**config.mk**
```make
export PLATFORM = sky130hd
export DESIGN_NAME = kvcrb_front
export DESIGN_NICKNAME = d
export VERILOG_FILES = /design/src/design/kvcrb_pkg.sv /design/src/design/kvcrb_front.sv
export SDC_FILE = /design/constraint.sdc
export NUM_CORES = 1
export LEC_CHECK = 0
export BUFFER_PORTS_ARGS = -buffer_cell sky130_fd_sc_hd__buf_2
export CORE_MARGIN = 2
export CORE_UTILIZATION = 41
export DETAILED_ROUTE_END_ITERATION = 10
export PLACE_DENSITY = 0.79
export SLEW_MARGIN = 20
export SYNTH_ARGS = -nofsm -noshare
export SYNTH_HDL_FRONTEND = slang
export SYNTH_SLANG_ARGS = --single-unit
```
**constraint.sdc**
```tcl
create_clock -name clk -period 1.9 [get_ports clk]
set_clock_uncertainty 0.1 [all_clocks]
set_input_delay 0.38 -clock clk [delete_from_list [all_inputs] [get_ports clk]]
set_output_delay 0.38 -clock clk [all_outputs]
set_load 0.01 [all_outputs]
```
**src/design/kvcrb_pkg.sv**
```systemverilog
// kvcrb_pkg: shared types, codes, widths and helper functions of the kv cache ring buffer
// no dependencies; imported by every module of the block

package kvcrb_pkg;

	// fixed field widths
	localparam int WORD_BITS  = 32;
	localparam int ACT_W      = 2;
	localparam int TOK_W      = 6;
	localparam int HEAD_W     = 3;
	localparam int KEEP_W     = 7;
	localparam int HELD_W     = 7;
	localparam int CFG_IDX_W  = 2;
	localparam int CFG_DATA_W = 7;

	// register field widths as seen on the config port
	localparam int CAP_FIELD_W = 7;
	localparam int HC_FIELD_W  = 4;
	localparam int HW_FIELD_W  = 7;

	// queue depths
	localparam int CMDQ_DEPTH = 4;
	localparam int OUTQ_DEPTH = 4;

	// default sizing of the store
	localparam int DEF_RING_SLOTS   = 64;
	localparam int DEF_MAX_HEADS    = 8;
	localparam int DEF_MAX_HEAD_DIM = 64;

	// action codes on the input channel
	typedef enum logic [ACT_W-1:0] {
		ACT_PUSH  = 2'd0,
		ACT_READ  = 2'd1,
		ACT_EVICT = 2'd2
	} act_t;

	// decoded operation carried to the back end
	typedef enum logic [1:0] {
		OP_PUSH,
		OP_READ,
		OP_EVICT
	} op_t;

	// config register indexes
	typedef enum logic [CFG_IDX_W-1:0] {
		CFG_CAPACITY = 2'd0,
		CFG_HEADS    = 2'd1,
		CFG_WIDTH    = 2'd2
	} cfg_idx_t;

	// back end sequencer states
	typedef enum logic [1:0] {
		S_IDLE,
		S_MUL,
		S_SUM,
		S_RUN
	} state_t;

	// one classified command
	typedef struct packed {
		op_t                  op;
		logic [WORD_BITS-1:0] key;
		logic [WORD_BITS-1:0] value;
		logic [TOK_W-1:0]     tok;
		logic [HEAD_W-1:0]    head;
		logic [KEEP_W-1:0]    keep;
	} cmd_t;

	// one result item
	typedef struct packed {
		logic [WORD_BITS-1:0] key;
		logic [WORD_BITS-1:0] value;
		logic                 last;
		logic                 status;
		logic [HELD_W-1:0]    held;
	} res_t;

	// bits needed to hold the value v
	function automatic int unsigned bits_for(int unsigned v);
		int unsigned n;
		n = 1;
		while ((v >> n) != 0) n++;
		return n;
	endfunction

	// larger of two widths
	function automatic int unsigned max_w(int unsigned a, int unsigned b);
		return (a > b) ? a : b;
	endfunction

	// zero reads as one, above the limit reads as the limit
	function automatic int unsigned clamp_reg(int unsigned v, int unsigned hi);
		if (v == 0) return 1;
		if (v > hi) return hi;
		return v;
	endfunction

endpackage

```
**src/design/kvcrb_front.sv**
```systemverilog
// kvcrb_front: input stage; takes items, decodes the action and drops unknown ones
// depends on kvcrb_pkg (act_t, op_t, cmd_t)

module kvcrb_front import kvcrb_pkg::*; (
	input  logic                 clk,
	input  logic                 arst_n,
	input  logic                 in_valid,
	output logic                 in_ready,
	input  logic [ACT_W-1:0]     action,
	input  logic [WORD_BITS-1:0] key_word,
	input  logic [WORD_BITS-1:0] value_word,
	input  logic [TOK_W-1:0]     token_index,
	input  logic [HEAD_W-1:0]    head_index,
	input  logic [KEEP_W-1:0]    keep_count,
	output logic                 cmd_valid,
	input  logic                 cmd_ready,
	output cmd_t                 cmd
);

	logic known;
	op_t  op_dec;
	logic vld_s1;
	cmd_t cmd_s1;

	// action decoder
	always_comb begin
		known  = 1'b1;
		op_dec = OP_PUSH;
		unique case (act_t'(action))
			ACT_PUSH:  op_dec = OP_PUSH;
			ACT_READ:  op_dec = OP_READ;
			ACT_EVICT: op_dec = OP_EVICT;
			default:   known = 1'b0;
		endcase
	end

	// one register stage toward the command queue
	assign in_ready  = !vld_s1 || cmd_ready;
	assign cmd_valid = vld_s1;
	assign cmd       = cmd_s1;

	always_ff @(posedge clk or negedge arst_n) begin
		if (!arst_n) begin
			vld_s1 <= 1'b0;
		end else if (in_ready) begin
			vld_s1 <= in_valid && known;
		end
	end

	always_ff @(posedge clk) begin
		if (in_valid && in_ready) begin
			cmd_s1 <= '{op: op_dec, key: key_word, value: value_word,
				tok: token_index, head: head_index, keep: keep_count};
		end
	end

endmodule

```
==> impl_metrics.toml <==
[run_status]
status = "finished, final reports clean"

[die]
top_level_ports = 170
floorplan.core_area_um2 = 5960
initial_utilization_pct = 42.6
floorplan.die_area_um2 = 6830
die_width_um = 82.7
floorplan.rows = 28
die_h_um = 82.7

[synth]
synth_fp_nets = 175
syn-mean-instance-area_um2 = 28.5
seq_area_frac_synth_pct = 98.1
synthesis.instances = 89
synth.lib_cells_used.distinct = 7
yosys_register_bits = 83
yosys-top-cells-area = "sky130_fd_sc_hd__edfxtp_1, sky130_fd_sc_hd__dfrtp_1, sky130_fd_sc_hd__nand2b_4"
synth.top_cell.area_share_pct = 97.1
syn_area_um2 = 2540
yosys.area.top_type = "sky130_fd_sc_hd__edfxtp_1"
synth.yosys.warnings = 0

[layout]
num-fill-cells = 467
seqCellArea_um2 = 2490
final_common_cell = "sky130_fd_sc_hd__buf_2"
antenna_cells_inserted = 0
final_layout_size_suffix_gt1_share_pct = 66.8
multi_input_area_um2 = 48.8
post_route_cell_area_um2 = 3720
flow.area_growth_from_synthesis_pct = 46.7
final_cell_mix = "sky130_fd_sc_hd__buf_2, sky130_fd_sc_hd__edfxtp_1, sky130_fd_sc_hd__clkbuf_8"
num-nets-final = 358

[clock_tree]
cts-htree-levels = 3
clk_pin_slew_worst_paths_ns = 0.08
clock-sinks = 83
clockBufferDepth = 2
tritoncts.num_buffers = 9
post-cts-setup-buffer-count = 0
cts.root.buffer_cell = "sky130_fd_sc_hd__clkbuf_8"
tritoncts = "done"
clock_insertion_delay_worst_skew_ns = 0.33
postCtsResizedCells = 0

[power]
p_per_area_nw_per_um2 = 1010
power.share.switching_pct = 20.3
sequentialPowerShare_pct = 57.4
vdd_ir_drop_max_uv = 710
total_switching_power_mw = 0.766
internal_power_mw = 3.01
pwr-share-clk_pct = 34.3
p_leak_nw = 1.61
combPwrFrac_pct = 8.3

[sta]
fmax_ghz = 0.692
timing.final.max_slew_violations = 0
worst_pin_slew_ns = 0.368
finalWorstSetupSlack_ns = 0.456
fin_crit_sh_pct = 76.0
grt_setup_unrepaired = "false"
fin_crit_ns = 1.44
fin_tns_setup_ns = 0
relSlewSlack_pct = 75.5
final_hold_violation_count = 0
setup-violations-final = 0

[critical_path]
worstPathArrival_ns = 1.34
maximum_cell_stage_delay_along_the_critical_path_ns = 0.41
worst-setup-path-type = "register to register"
crit_path_cell_trace = "nand2b_4 > and2_4 > buf_4"
worstPathMaxFanout = 30
timing.critical_path.slowest_stage_cell = "sky130_fd_sc_hd__dfrtp_1"
timing.critical_path.to_type = "register"
startpoint_type = "register"
critPathRequiredTime_ns = 1.80

[routing]
drt_iter0_drc = 77
wire_per_inst_um = 15.1
wirelength_um = 5320
detailedRoute.firstPassIterationCount = 3
route.antenna.remaining_nets = 0
vias = 1516
number_of_remaining_drc_errors = 0
route.detailed.vias_per_inst = 4.31

[placed_design]
post-dp-hpwl_um = 3990
port_buffers = 169
post_dp_cell_area_um2 = 3500
gp_congestion = 0.704
pre_cts_ws_ns = 0.354

[grt]
groute.layer.met3.usage_pct = 8.15
first_global_vias = 1553
met2_usage_pct = 25.1
number_of_antenna_violations_at_the_first_check_in_global_routing = 0
top_usage_layer = "met2"
grt_pass1_wl_um = 7360
grt_overflow_total = 0
gr-usage-met1_pct = 15.9
global_route.usage.total_pct = 15.5
grt_max_degree = 53

[run]
timing.max_cap.violations = 0

[min_path]
hold_path_class = "input pin to register"
## sequential cells by signal, summed over array words and instances, names as in the netlist
signal	flops
cmd	82
cmd_valid	1
## per-stage QoR
step / utilization [%] / instances / hold slack (ns) / total power [mW]
after CTS: 62.5 / 352 / 0.0999 / 3.82
final: 62.5 / 352 / 0.118 / 3.77
after global routing: 62.5 / 352 / 0.0983 / 3.92
after global placement: 58.8 / 335 / 0.0556 / 2.51
after detailed placement: 58.8 / 335 / 0.0571 / 2.53
after floorplan: - / 89 / -0.0156 / 2.32
## worst max-delay path, delay by kind of cell (launching register included)
kind                   cells  cell delay [ns]
buffers and inverters      1             0.34
and+or+nand+nor            2             0.25
DFF                        1             0.41
## synthesized netlist by cell type
master,count
sky130_fd_sc_hd__nand2b_4,1
sky130_fd_sc_hd__edfxtp_1,82
sky130_fd_sc_hd__a21bo_1,1
sky130_fd_sc_hd__and2_4,1
sky130_fd_sc_hd__nand2_1,1
sky130_fd_sc_hd__dfrtp_1,1
sky130_fd_sc_hd__nor2b_1,2
## final cells by class
class,instances,area share [%]
Clock inverter,7,2.22
Multi-Input combinational cell,6,1.31
Clock buffer,9,3.33
Sequential cell,83,66.9
Timing Repair Buffer,172,23.7
Tap cell,75,2.52
## timing repair
action,CTS,global route
endpoints found under the hold margin,1,0
hold buffers,1,0
endpoints found under the setup margin,0,0
## worst paths after layout
path / startpoint / cells past startpoint / slack, ns / to
min: value_word[24] / 1 / 0.12 / cmd[40]
max: cmd_valid / 3 / 0.46 / cmd[26]
max in group asynchronous: arst_n / 2 / 1.36 / cmd_valid
max reg2reg: cmd_valid / 3 / 0.46 / cmd[26]
min in group asynchronous: arst_n / 2 / 0.25 / cmd_valid
min reg2reg: cmd_valid / 2 / 0.44 / cmd_valid
## power groups by stage
stage | Combinational [mW] | Clock [mW] | Sequential [mW]
after global placement | 0.307 | 0 | 2.21
final | 0.313 | 1.29 | 2.17
after floorplan | 0.0442 | 0 | 2.27
after global routing | 0.342 | 1.40 | 2.18
after CTS | 0.319 | 1.33 | 2.17
after detailed placement | 0.316 | 0 | 2.21
## layer usage
metal  wire, um  up-vias
li1           -      720
met1       1770      691
met2       2760       94
met3        654       11
met4        133        0
met5          0        -
## logic make-up (layout without fill, tap and decap cells)
kind of cell,after synthesis,after routing,synth area share [%]
buffers and inverters,0,188,0
DFF,83,83,98.1
and+or+nand+nor,5,5,1.53
AOI/OAI and AO/OA,1,1,0.395
Note: power is estimated with default switching activity, not from simulation.
