## src/design/kvcrb_pkg.sv

```systemverilog
// kvcrb_pkg: shared types, codes, widths and helper functions of the kv cache ring buffer
// no dependencies; imported by every module of the block

package kvcrb_pkg;

	// fixed field widths
	localparam int WORD_BITS  = 32;
	localparam int ACT_W      = 2;
	localparam int TOK_W      = 6;
	localparam int HEAD_W     = 3;
	localparam int KEEP_W     = 7;
	localparam int HELD_W     = 7;
	localparam int CFG_IDX_W  = 2;
	localparam int CFG_DATA_W = 7;

	// register field widths as seen on the config port
	localparam int CAP_FIELD_W = 7;
	localparam int HC_FIELD_W  = 4;
	localparam int HW_FIELD_W  = 7;

	// queue depths
	localparam int CMDQ_DEPTH = 4;
	localparam int OUTQ_DEPTH = 4;

	// default sizing of the store
	localparam int DEF_RING_SLOTS   = 64;
	localparam int DEF_MAX_HEADS    = 8;
	localparam int DEF_MAX_HEAD_DIM = 64;

	// action codes on the input channel
	typedef enum logic [ACT_W-1:0] {
		ACT_PUSH  = 2'd0,
		ACT_READ  = 2'd1,
		ACT_EVICT = 2'd2
	} act_t;

	// decoded operation carried to the back end
	typedef enum logic [1:0] {
		OP_PUSH,
		OP_READ,
		OP_EVICT
	} op_t;

	// config register indexes
	typedef enum logic [CFG_IDX_W-1:0] {
		CFG_CAPACITY = 2'd0,
		CFG_HEADS    = 2'd1,
		CFG_WIDTH    = 2'd2
	} cfg_idx_t;

	// back end sequencer states
	typedef enum logic [1:0] {
		S_IDLE,
		S_MUL,
		S_SUM,
		S_RUN
	} state_t;

	// one classified command
	typedef struct packed {
		op_t                  op;
		logic [WORD_BITS-1:0] key;
		logic [WORD_BITS-1:0] value;
		logic [TOK_W-1:0]     tok;
		logic [HEAD_W-1:0]    head;
		logic [KEEP_W-1:0]    keep;
	} cmd_t;

	// one result item
	typedef struct packed {
		logic [WORD_BITS-1:0] key;
		logic [WORD_BITS-1:0] value;
		logic                 last;
		logic                 status;
		logic [HELD_W-1:0]    held;
	} res_t;

	// bits needed to hold the value v
	function automatic int unsigned bits_for(int unsigned v);
		int unsigned n;
		n = 1;
		while ((v >> n) != 0) n++;
		return n;
	endfunction

	// larger of two widths
	function automatic int unsigned max_w(int unsigned a, int unsigned b);
		return (a > b) ? a : b;
	endfunction

	// zero reads as one, above the limit reads as the limit
	function automatic int unsigned clamp_reg(int unsigned v, int unsigned hi);
		if (v == 0) return 1;
		if (v > hi) return hi;
		return v;
	endfunction

endpackage

```

## src/design/kvcrb_fifo.sv

```systemverilog
// kvcrb_fifo: small register queue with valid/ready on both sides and a fill level output
// depends on kvcrb_pkg (bits_for)

module kvcrb_fifo import kvcrb_pkg::*; #(
	parameter type ITEM_T = logic,
	parameter int  DEPTH  = 4
) (
	input  logic                       clk,
	input  logic                       arst_n,
	input  logic                       in_valid,
	output logic                       in_ready,
	input  ITEM_T                      in_item,
	output logic                       out_valid,
	input  logic                       out_ready,
	output ITEM_T                      out_item,
	output logic [bits_for(DEPTH)-1:0] level
);

	localparam int PTR_W = (DEPTH > 1) ? $clog2(DEPTH) : 1;
	localparam int LVL_W = bits_for(DEPTH);

	ITEM_T             mem_q [DEPTH];
	logic [PTR_W-1:0]  wr_ptr_q;
	logic [PTR_W-1:0]  rd_ptr_q;
	logic [LVL_W-1:0]  level_q;
	logic              push;
	logic              pop;

	// handshake and head item
	assign in_ready  = (level_q != LVL_W'(DEPTH));
	assign out_valid = (level_q != '0);
	assign out_item  = mem_q[rd_ptr_q];
	assign level     = level_q;
	assign push      = in_valid && in_ready;
	assign pop       = out_valid && out_ready;

	// storage
	always_ff @(posedge clk) begin
		if (push) mem_q[wr_ptr_q] <= in_item;
	end

	// pointers and level
	always_ff @(posedge clk or negedge arst_n) begin
		if (!arst_n) begin
			wr_ptr_q <= '0;
			rd_ptr_q <= '0;
			level_q  <= '0;
		end else begin
			if (push) wr_ptr_q <= (wr_ptr_q == PTR_W'(DEPTH - 1)) ? '0 : wr_ptr_q + 1'b1;
			if (pop)  rd_ptr_q <= (rd_ptr_q == PTR_W'(DEPTH - 1)) ? '0 : rd_ptr_q + 1'b1;
			if (push && !pop)      level_q <= level_q + 1'b1;
			else if (pop && !push) level_q <= level_q - 1'b1;
		end
	end

endmodule

```

## config.mk

```make
export PLATFORM = sky130hd
export DESIGN_NAME = kvcrb_fifo
export DESIGN_NICKNAME = d
export VERILOG_FILES = /design/src/design/kvcrb_pkg.sv /design/src/design/kvcrb_fifo.sv
export SDC_FILE = /design/constraint.sdc
export NUM_CORES = 1
export LEC_CHECK = 0
export BUFFER_PORTS_ARGS = -buffer_cell sky130_fd_sc_hd__buf_2
export CAP_MARGIN = 0
export CORE_UTILIZATION = 35
export DETAILED_ROUTE_END_ITERATION = 8
export GPL_TIMING_DRIVEN = 0
export MAX_ROUTING_LAYER = met4
export PLACE_DENSITY_LB_ADDON = 0.05
export SLEW_MARGIN = 20
export SYNTH_ARGS = -nofsm -noshare
export SYNTH_HDL_FRONTEND = slang
export SYNTH_SLANG_ARGS = --single-unit
```

## constraint.sdc

```tcl
create_clock -name clk -period 6.2 [get_ports clk]
set_clock_uncertainty 0.15 [all_clocks]
set_input_delay 0.31 -clock clk [delete_from_list [all_inputs] [get_ports clk]]
set_output_delay 0.31 -clock clk [all_outputs]
set_load 0.02 [all_outputs]
```

==> metrics.yaml, run 1 <==
status:
  status: "finished, final reports clean"
placed_design:
  dp_hpwl_um: 704
  placedInstanceArea_sq_um: 662
  gp_congestion: 0.736
  place.port_buffers: 10
die:
  core_area_sq_um: 1540
  die_w_um: 43.1
  start_util_pct: 38.4
  rows: 14
  die_area_sq_um: 1860
  pin_count: 11
  die_h_um: 43.1
detailed_routing:
  ant_nets: 0
  route.detailed.drc: 0
  drt_pass1_iterations: 4
  drt-total-wl_um: 865
  avgRoutedWirePerCell_um: 11.8
  viasPerCell: 4.93
  drt_iter0_markers: 3
  num_vias: 360
clocking:
  cts_tree: "built"
  cts_made_buffers: 3
  post_cts_buffers: 0
  root_buffer: "clkbuf_4"
  htree_levels: 1
  clk_pin_slew_ns: 0.06
  numClockSinks: 11
  clockBufferDepth: 2
  cts_resized: 0
  insertion_delay_ns: 0.25
setup_path:
  critical_path.max_fanout: 5
  setup.worst_path.start: "level[0]"
  worstSetupEndpointType: "register"
  crit_top_cell: "xor2_1"
  critPathArrivalTime_ns: 2.24
  crit_slowest_cell: "dfrtp_1"
  crit_path_start_kind: "register"
  cp_cell_sequence: "or3_4, nand2_4, ha_1, inv_1, fa_1, xor2_1, nor2_1, xor2_1"
  critical_path.max_stage_delay_ns: 0.44
  r2r-start: "level[0]"
  crit_type: "register to register"
  cp.required_ns: 6.23
global_route:
  grt_max_degree: 8
  grt_pass1_vias: 385
  gr-total-overflow: 0
  antenna_found_initial: 0
  grtUsageMet2_pct: 21.2
  globalRouteMet1Util_pct: 12.2
  grt.met3_usage_pct: 6.38
  grt_pass1_wl_mm: 1.59
  grt_usage_pct: 12.7
  busiest_layer: "met2"
sta:
  finalSetupViolCount: 0
  report.final.slew_viol_count: 0
  relSlewSlack_pct: 79.5
  hold_viol_final: 0
  grt_setup_unrepaired: "false"
  period_share_pct: 35.6
  fmax_ghz: 0.453
  tns_ns: 0
  fin_crit_ns: 2.21
  tightest_slew_ns: 0.306
worst_hold_path:
  min_from: "in_item"
  worst_hold_path_type: "input port to register"
synthesis:
  seq_area_frac_synth_pct: 49.9
  synthesis.area_sq_um: 592
  async_reset_ff_share_pct: 63.6
  synth_edf_count: 4
  synth_flop_cell: "dfrtp_1"
  yosys_warnings: 0
  syn_area_per_cell_sq_um: 14.1
  ys_types: 16
  syn_nets: 54
  yosys_register_bits: 11
  synth_cells: 42
flow_run:
  maxCapViolCount: 0
layout:
  final_cell_mix: "10 x buf_2, 7 x dfrtp_1, 6 x ha_1"
  area_growth_pct: 18.0
  fill_cells: 145
  n_antenna_cell: 0
  drive_gt1_share_pct: 38.6
  nets: 70
  final_area_sq_um: 698
  final_common_cell: "buf_2"
  final_util_pct: 45.3
  multi_input_area_sq_um: 285
  seqCellArea_sq_um: 295
power:
  p_leak_uw: 0.000321
  powerDensity_nw_per_um2: 508
  peakVddDrop_mv: 0.249
## final cells by class
cell class | instances | area share (%)
clock buffer | 4 | 3.76
inverter | 3 | 1.61
multi-input combinational | 28 | 40.9
sequential | 11 | 42.3
tap | 16 | 2.87
timing repair buffer | 11 | 8.60
## metrics by stage
stage	hold WS [ns]	setup WS (ns)	std cells	total power (uW)
2_1_floorplan	-0.136	3.96	42	266
3_3_place_gp	0.000108	4.05	68	299
3_5_place_dp	0.00451	4.01	68	313
4_1_cts	0.111	3.99	73	359
5_1_grt	0.111	3.87	73	390
6_report	0.115	3.99	73	355
## final timing paths
kind	end	slack [ns]	cells past startpoint
worst max register to register	level[2]	3.99	8
min in group asynchronous	rd_ptr_q[1]	0.27	2
worst max-delay path	level[2]	3.99	8
max in group asynchronous	level[1]	5.47	2
worst min register to register	level[2]	0.41	1
worst min-delay path	mem_q[0]	0.12	1
## routing by layer
layer / wire, um / vias to the layer above
li1: - / 172
met1: 338 / 178
met2: 465 / 8
met3: 48 / 2
met4: 12 / 0
met5: 0 / -
## worst max-delay path: cells and delay by family (launching register included)
family	cells	cell delay (ns)
and+or+nand+nor	3	0.63
DFF	1	0.44
buffers and inverters	1	0.06
adders and majority gates	2	0.56
xor gates and xnor gates	2	0.30
## power by group
group / internal (uW) / switching [uW]
logic: 86.2 / 83.4
registers: 107 / 33.3
clock network: 24.8 / 20.4
total: 218 / 137
## Yosys cell counts, types with 2 or more instances
cell type  number  area, sq um
ha_1            6         75.1
xor2_1          2         17.5
edfxtp_1        4          120
dfrtp_1         7          175
mux2_2          3         33.8
nor2_1          4         15.0
and2_1          4         25.0
inv_1           3         11.3
mux2_4          2         30.0
## repair_timing
item | in CTS | in global routing
endpoints found under the hold margin | 7 | 0
endpoints found under the setup margin | 0 | 0
hold buffers | 1 | 0
## kinds of logic after synthesis
group                      count (synthesis)  synth area share (%)
DFF                                       11                  49.9
xor gates and xnor gates                   3                  4.44
muxes                                      6                  14.6
buffers and inverters                      3                  1.90
AOI/OAI and AO/OA                          1                  1.90
and+or+nand+nor                           11                  11.2
adders and majority gates                  7                  16.1
## flip-flops by register name, summed over array words and instances, names as in the netlist
register / cells
level: 3
wr_ptr_q: 2
rd_ptr_q: 2
mem_q: 4
Note: power is estimated with default switching activity, not from simulation.
==> run 2: changes to the inputs <==
==> constraint.sdc (replaced) <==
create_clock -name clk -period 1.78 [get_ports clk]
set_clock_uncertainty 0.15 [all_clocks]
set_input_delay 0.089 -clock clk [delete_from_list [all_inputs] [get_ports clk]]
set_output_delay 0.089 -clock clk [all_outputs]
set_load 0.02 [all_outputs]
==> metrics.yaml, run 2 (same netlist as run 1, synthesis figures left out) <==
layout:
  n_antenna_cell: 0  # unchanged
  final_cell_mix: "10 x buf_2, 8 x buf_4, 5 x ha_1"
  largest_reg_flops: 4  # unchanged
  area_growth_pct: 34.9
  final_common_cell: "buf_2"
  regMostFlops: "mem_q"
  nets: 79  # +13%
  drive_gt1_share_pct: 54.5  # +16 points
  final_util_pct: 51.8  # +6.5 points
  final_area_sq_um: 798  # +14%
detailed_routing:
  ant_nets: 0  # unchanged
  num_vias: 401  # +11%
  drt_iter0_markers: 5  # +2
  wl_met2_um: 654  # +41%
  avgRoutedWirePerCell_um: 14.2  # +20%
  wl_met1_um: 454  # +34%
  viasPerCell: 4.89  # -0.84%
  drt_pass1_iterations: 4  # unchanged
  top_layer: "met4"
  drt-total-wl_mm: 1.16  # +35%
  route.detailed.drc: 0  # unchanged
  wl_met3_um: 40  # -17%
setup_path:
  critical_path.max_stage_delay_ns: 0.43  # about the same
  crit_path_start_kind: "register"
  crit_slowest_cell: "dfrtp_2"
  critical_path.max_fanout: 4  # -1
  cp.required_ns: 1.83  # -4.40 ns
  ff2ff_path_depth: 8  # unchanged
  crit_top_cell: "xor2_1"
  r2r-start: "level[0]"
  r2r_end: "level[2]"
  reg2reg_setup_slack_ns: -0.28  # -4.28 ns
  crit_type: "register to register"
  worstSetupEndpointType: "register"
  critPathArrivalTime_ns: 2.11  # -0.13 ns
  setup.worst_path.start: "level[0]"
  cp_cell_sequence: "or3_4, nand2_4, ha_4, inv_2, fa_2, xor2_1, nor2_1, xor2_1"
die:
  die_area_sq_um: 1860  # unchanged
  pin_count: 11  # unchanged
  core_area_sq_um: 1540  # unchanged
  die_h_um: 43.1  # unchanged
  die_w_um: 43.1  # unchanged
  rows: 14  # unchanged
  start_util_pct: 38.4  # unchanged
clocking:
  numClockSinks: 11  # unchanged
  htree_levels: 1  # unchanged
  cts_made_buffers: 3  # unchanged
  cts_tree: "built"
  insertion_delay_ns: 0.27  # +0.02 ns
  root_buffer: "clkbuf_4"
  clockBufferDepth: 2  # unchanged
  clk_pin_slew_ns: 0.07  # about the same
sta:
  finalWorstSetupSlack_ns: -0.284  # -4.28 ns
  period_share_pct: 116  # +80 points
  fin_crit_ns: 2.06  # -0.143 ns
  fmax_ghz: 0.485  # +6.9%
  hold_viol_final: 0  # unchanged
  tightest_slew_ns: 0.291  # -0.0149 ns
  whs_ns: 0.0365  # -0.0788 ns
  report.final.slew_viol_count: 0  # unchanged
  relSlewSlack_pct: 80.5  # +1.0 points
  finalSetupViolCount: 2  # +2
  grt_setup_unrepaired: "true"
placed_design:
  placedInstanceArea_sq_um: 683  # +3.2%
  gp_congestion: 0.710  # -3.5%
  dp_hpwl_um: 738  # +4.9%
  place.port_buffers: 10  # unchanged
global_route:
  grt_max_degree: 8  # unchanged
  grt_pass1_vias: 441  # +15%
  gr-total-overflow: 0  # unchanged
  grt_pass1_wl_mm: 1.97  # +24%
  antenna_found_initial: 0  # unchanged
  grt_usage_pct: 15.6  # +2.9 points
power:
  power.switching_uw: 555  # +310%
  power_uw: 1450  # +310%
  powerDensity_nw_per_um2: 1820  # +260%
  internal_power_uw: 896  # +310%
  seqPwrFrac_pct: 33.8  # -5.7 points
  swShare_pct: 38.3  # -0.38 points
  peakVddDrop_mv: 0.882  # +250%
  p_leak_uw: 0.000369  # +15%
  p_clk_share_pct: 12.1  # -0.6 points
  power_frac_comb_pct: 54.1  # +6.3 points
status:
  failed_checks: "setup timing"
  status: "finished with violations"
flow_run:
  maxCapViolCount: 0  # unchanged
worst_hold_path:
  worst_hold_path_type: "input port to asynchronous set/reset pin"
## run 2: timing repair
| item | CTS | global route |
|---|---|---|
| hold endpoints to repair | 11 | 0 |
| setup endpoints to repair | 2 | 2 |
| hold buffers | 2 | 0 |
| resized for setup | 0 | 2 |
| buffers inserted | 6 | 2 |
| pin swaps | 3 | 3 |
## run 2: worst max-delay path by stage
stage                          end  slack [ns]  depth (start not counted)
after floorplan           level[2]       -0.35                          8
final                     level[2]       -0.28                          8
after detailed placement  level[2]       -0.33                          8
after CTS                 level[2]       -0.27                          8
after global routing      level[2]       -0.33                          8
after global placement    level[2]       -0.28                          8
## run 2: layer usage
metal / up-vias / track usage [%]
met5: - / -
met4: 0 / 7.27
met3: 2 / 5.11
met2: 7 / 26.3
met1: 200 / 16.2
li1: 192 / -
## run 2: power groups by stage
stage	clock network (uW)	registers (uW)	logic, uW
CTS	189	474	752
detailed placement	0	497	646
finish	176	490	785
floorplan	0	521	453
global placement	0	488	602
global route	198	501	860
## run 2: metrics by stage
stage	setup TNS [ns]	worst slack, ns	std cells
2_1_floorplan	-0.697	-0.355	42
3_3_place_gp	-0.544	-0.285	68
3_5_place_dp	-0.616	-0.327	68
4_1_cts	-0.506	-0.272	80
5_1_grt	-0.617	-0.334	82
6_report	-0.527	-0.284	82
## run 2: cell type report
cell class	count	area, sq um
fillers	139	743
inverters	3	11.3
multi-input cells	28	312
repair buffers	20	130
flip-flops and latches	11	299
well taps	16	20.0
clock buffers	4	26.3
## run 2: worst max-delay path, delay by kind of cell, from the launching register on
family / cells / cell delay, ns
xor gates and xnor gates: 2 / 0.30
adders and majority gates: 2 / 0.45
buffers and inverters: 1 / 0.04
DFF: 1 / 0.43
and+or+nand+nor: 3 / 0.61
==> run 3: changes to the inputs <==
--- a/config.mk
+++ b/config.mk
@@ -7,10 +7,11 @@
 export LEC_CHECK = 0
 export BUFFER_PORTS_ARGS = -buffer_cell sky130_fd_sc_hd__buf_2
 export CAP_MARGIN = 0
-export CORE_UTILIZATION = 35
+export CELL_PAD_IN_SITES_DETAIL_PLACEMENT = 1
+export CELL_PAD_IN_SITES_GLOBAL_PLACEMENT = 2
+export CORE_UTILIZATION = 31
 export DETAILED_ROUTE_END_ITERATION = 8
 export GPL_TIMING_DRIVEN = 0
-export MAX_ROUTING_LAYER = met4
 export PLACE_DENSITY_LB_ADDON = 0.05
 export SLEW_MARGIN = 20
 export SYNTH_ARGS = -nofsm -noshare
==> metrics.yaml, run 3 (same netlist as run 1, synthesis figures left out) <==
setup_path:
  worstSetupEndpointType: "register"
  critical_path.max_stage_delay_ns: 0.41  # -0.02 ns
  critical_path.max_fanout: 3  # -1
  crit_slowest_cell: "dfrtp_2"
  crit_path_start_kind: "register"
  cp_cell_sequence: "or3_4, nand2_4, ha_4, inv_2, fa_2, xor2_1, nor2_1, xor2_1"
  critPathArrivalTime_ns: 2.09  # -0.02 ns
  crit_type: "register to register"
  critPathTopFamily: "simple AND/OR/NAND/NOR gates"
  crit_top_cell: "xor2_1"
  cp.required_ns: 1.81  # -0.02 ns
  cp_num_buf_inv: 1  # unchanged
sta:
  finalWorstSetupSlack_ns: -0.279  # +0.00461 ns
  period_share_pct: 116  # -0.26 points
  grt_setup_unrepaired: "true"
  tightest_slew_ns: 0.262  # -0.0286 ns
  relSlewSlack_pct: 82.5  # +1.9 points
  report.final.slew_viol_count: 0  # unchanged
  fmax_ghz: 0.486  # +0.22%
  fin_crit_ns: 2.06  # -0.00461 ns
  hold_viol_final: 0  # unchanged
  tns_ns: -0.504  # +0.0236 ns
  finalSetupViolCount: 2  # unchanged
  whs_ns: 0.0464  # +0.00995 ns
die:
  rows: 15  # +1
  pin_count: 11  # unchanged
  core_area_sq_um: 1760  # +14%
  die_h_um: 45.7  # +6.0%
  die_area_sq_um: 2090  # +12%
  start_util_pct: 33.5  # -4.8 points
  die_w_um: 45.7  # +6.0%
clocking:
  clk_pin_slew_ns: 0.07  # about the same
  root_buffer: "clkbuf_4"
  htree_levels: 1  # unchanged
  cts_made_buffers: 3  # unchanged
  clockBufferDepth: 2  # unchanged
  insertion_delay_ns: 0.26  # about the same
  numClockSinks: 11  # unchanged
  cts_tree: "built"
layout:
  largest_reg_flops: 4  # unchanged
  n_antenna_cell: 0  # unchanged
  drive_gt1_share_pct: 51.6  # -2.9 points
  final_cell_mix: "10 x buf_2, 5 x ha_1"
  seqCellArea_sq_um: 299  # unchanged
  nets: 75  # -5.1%
  multi_input_area_sq_um: 312  # unchanged
  fill_cells: 216  # +55%
  final_common_cell: "buf_2"
  final_area_sq_um: 779  # -2.4%
  regMostFlops: "mem_q"
  area_growth_pct: 31.7
worst_hold_path:
  worst_hold_path_type: "input port to asynchronous set/reset pin"
global_route:
  grt_max_degree: 8  # unchanged
  grt_pass1_vias: 417  # -5.4%
  grt_usage_pct: 12.4  # -3.1 points
  gr-total-overflow: 0  # unchanged
  grt_pass1_wl_mm: 1.74  # -12%
  antenna_found_initial: 0  # unchanged
placed_design:
  place.port_buffers: 10  # unchanged
  gp_congestion: 0.756  # +6.5%
  placedInstanceArea_sq_um: 694  # +1.6%
  dp_hpwl_um: 827  # +12%
detailed_routing:
  drt_pass1_iterations: 4  # unchanged
  viasPerCell: 4.31  # -12%
  drt_iter0_markers: 3  # -2
  route.detailed.drc: 0  # unchanged
  ant_nets: 0  # unchanged
  num_vias: 375  # -6.5%
  avgRoutedWirePerCell_um: 12.5  # -12%
  drt-total-wl_mm: 1.09  # -6.3%
flow_run:
  maxCapViolCount: 0  # unchanged
power:
  p_leak_uw: 0.000350  # -5.0%
  peakVddDrop_mv: 0.680  # -23%
  powerDensity_nw_per_um2: 1760  # -3.1%
status:
  failed_checks: "setup timing"
  status: "finished with violations"
==> run 3: per-stage QoR <==
| step | worst slack [ns] | std cells | utilization [%] | power, uW |
|---|---|---|---|---|
| after floorplan | -0.355 | 42 | - | 974 |
| after global placement | -0.289 | 77 | 39.4 | 1090 |
| after detailed placement | -0.350 | 77 | 39.4 | 1160 |
| after CTS | -0.283 | 87 | 43.7 | 1390 |
| after global routing | -0.396 | 87 | 44.2 | 1490 |
| final | -0.279 | 87 | 44.2 | 1370 |
==> run 3: final cells by class <==
cell class,instances,area share [%]
Clock buffer,4,3.37
Inverter,3,1.44
Multi-Input combinational cell,28,40.0
Sequential cell,11,38.4
Tap cell,25,4.01
Timing Repair Buffer,16,12.8
==> run 3: final timing paths <==
path | startpoint | end | slack [ns] | depth (start not counted)
min in group clk | out_ready | level[0] | 0.11 | 4
setup / recovery | level[1] | level[2] | -0.28 | 8
hold / removal | arst_n | rd_ptr_q[1] | 0.05 | 2
setup reg to reg | level[1] | level[2] | -0.28 | 8
hold reg to reg | level[2] | level[2] | 0.40 | 1
max in group asynchronous | arst_n | level[2] | 1.25 | 2
==> run 3: what timing repair did <==
action	CTS	global route
endpoints found under the setup margin	2	2
endpoints found under the hold margin	11	0
pin swaps	3	1
resized for setup	0	2
hold buffers	2	0
setup buffers	4	0
==> run 3: where the power goes <==
part           internal [uW]  switching [uW]  total (uW)
registers                378             100         478
logic                    384             345         728
clock network           86.5            80.2         167
total                    848             525        1370
==> run 3: worst register-to-register path, cell delays in order, from the launching register on <==
cell and delay (ns):
dfrtp_2 0.41, or3_4 0.41, nand2_4 0.09, ha_4 0.13
inv_2 0.04, fa_2 0.32, xor2_1 0.15, nor2_1 0.12
xor2_1 0.16
==> run 3: routing by layer <==
metal	up-vias	track usage, %	routed length (um)
li1	184	-	-
met1	183	13.0	429
met2	6	22.0	619
met3	2	3.57	30
met4	0	7.06	11
met5	-	0	0
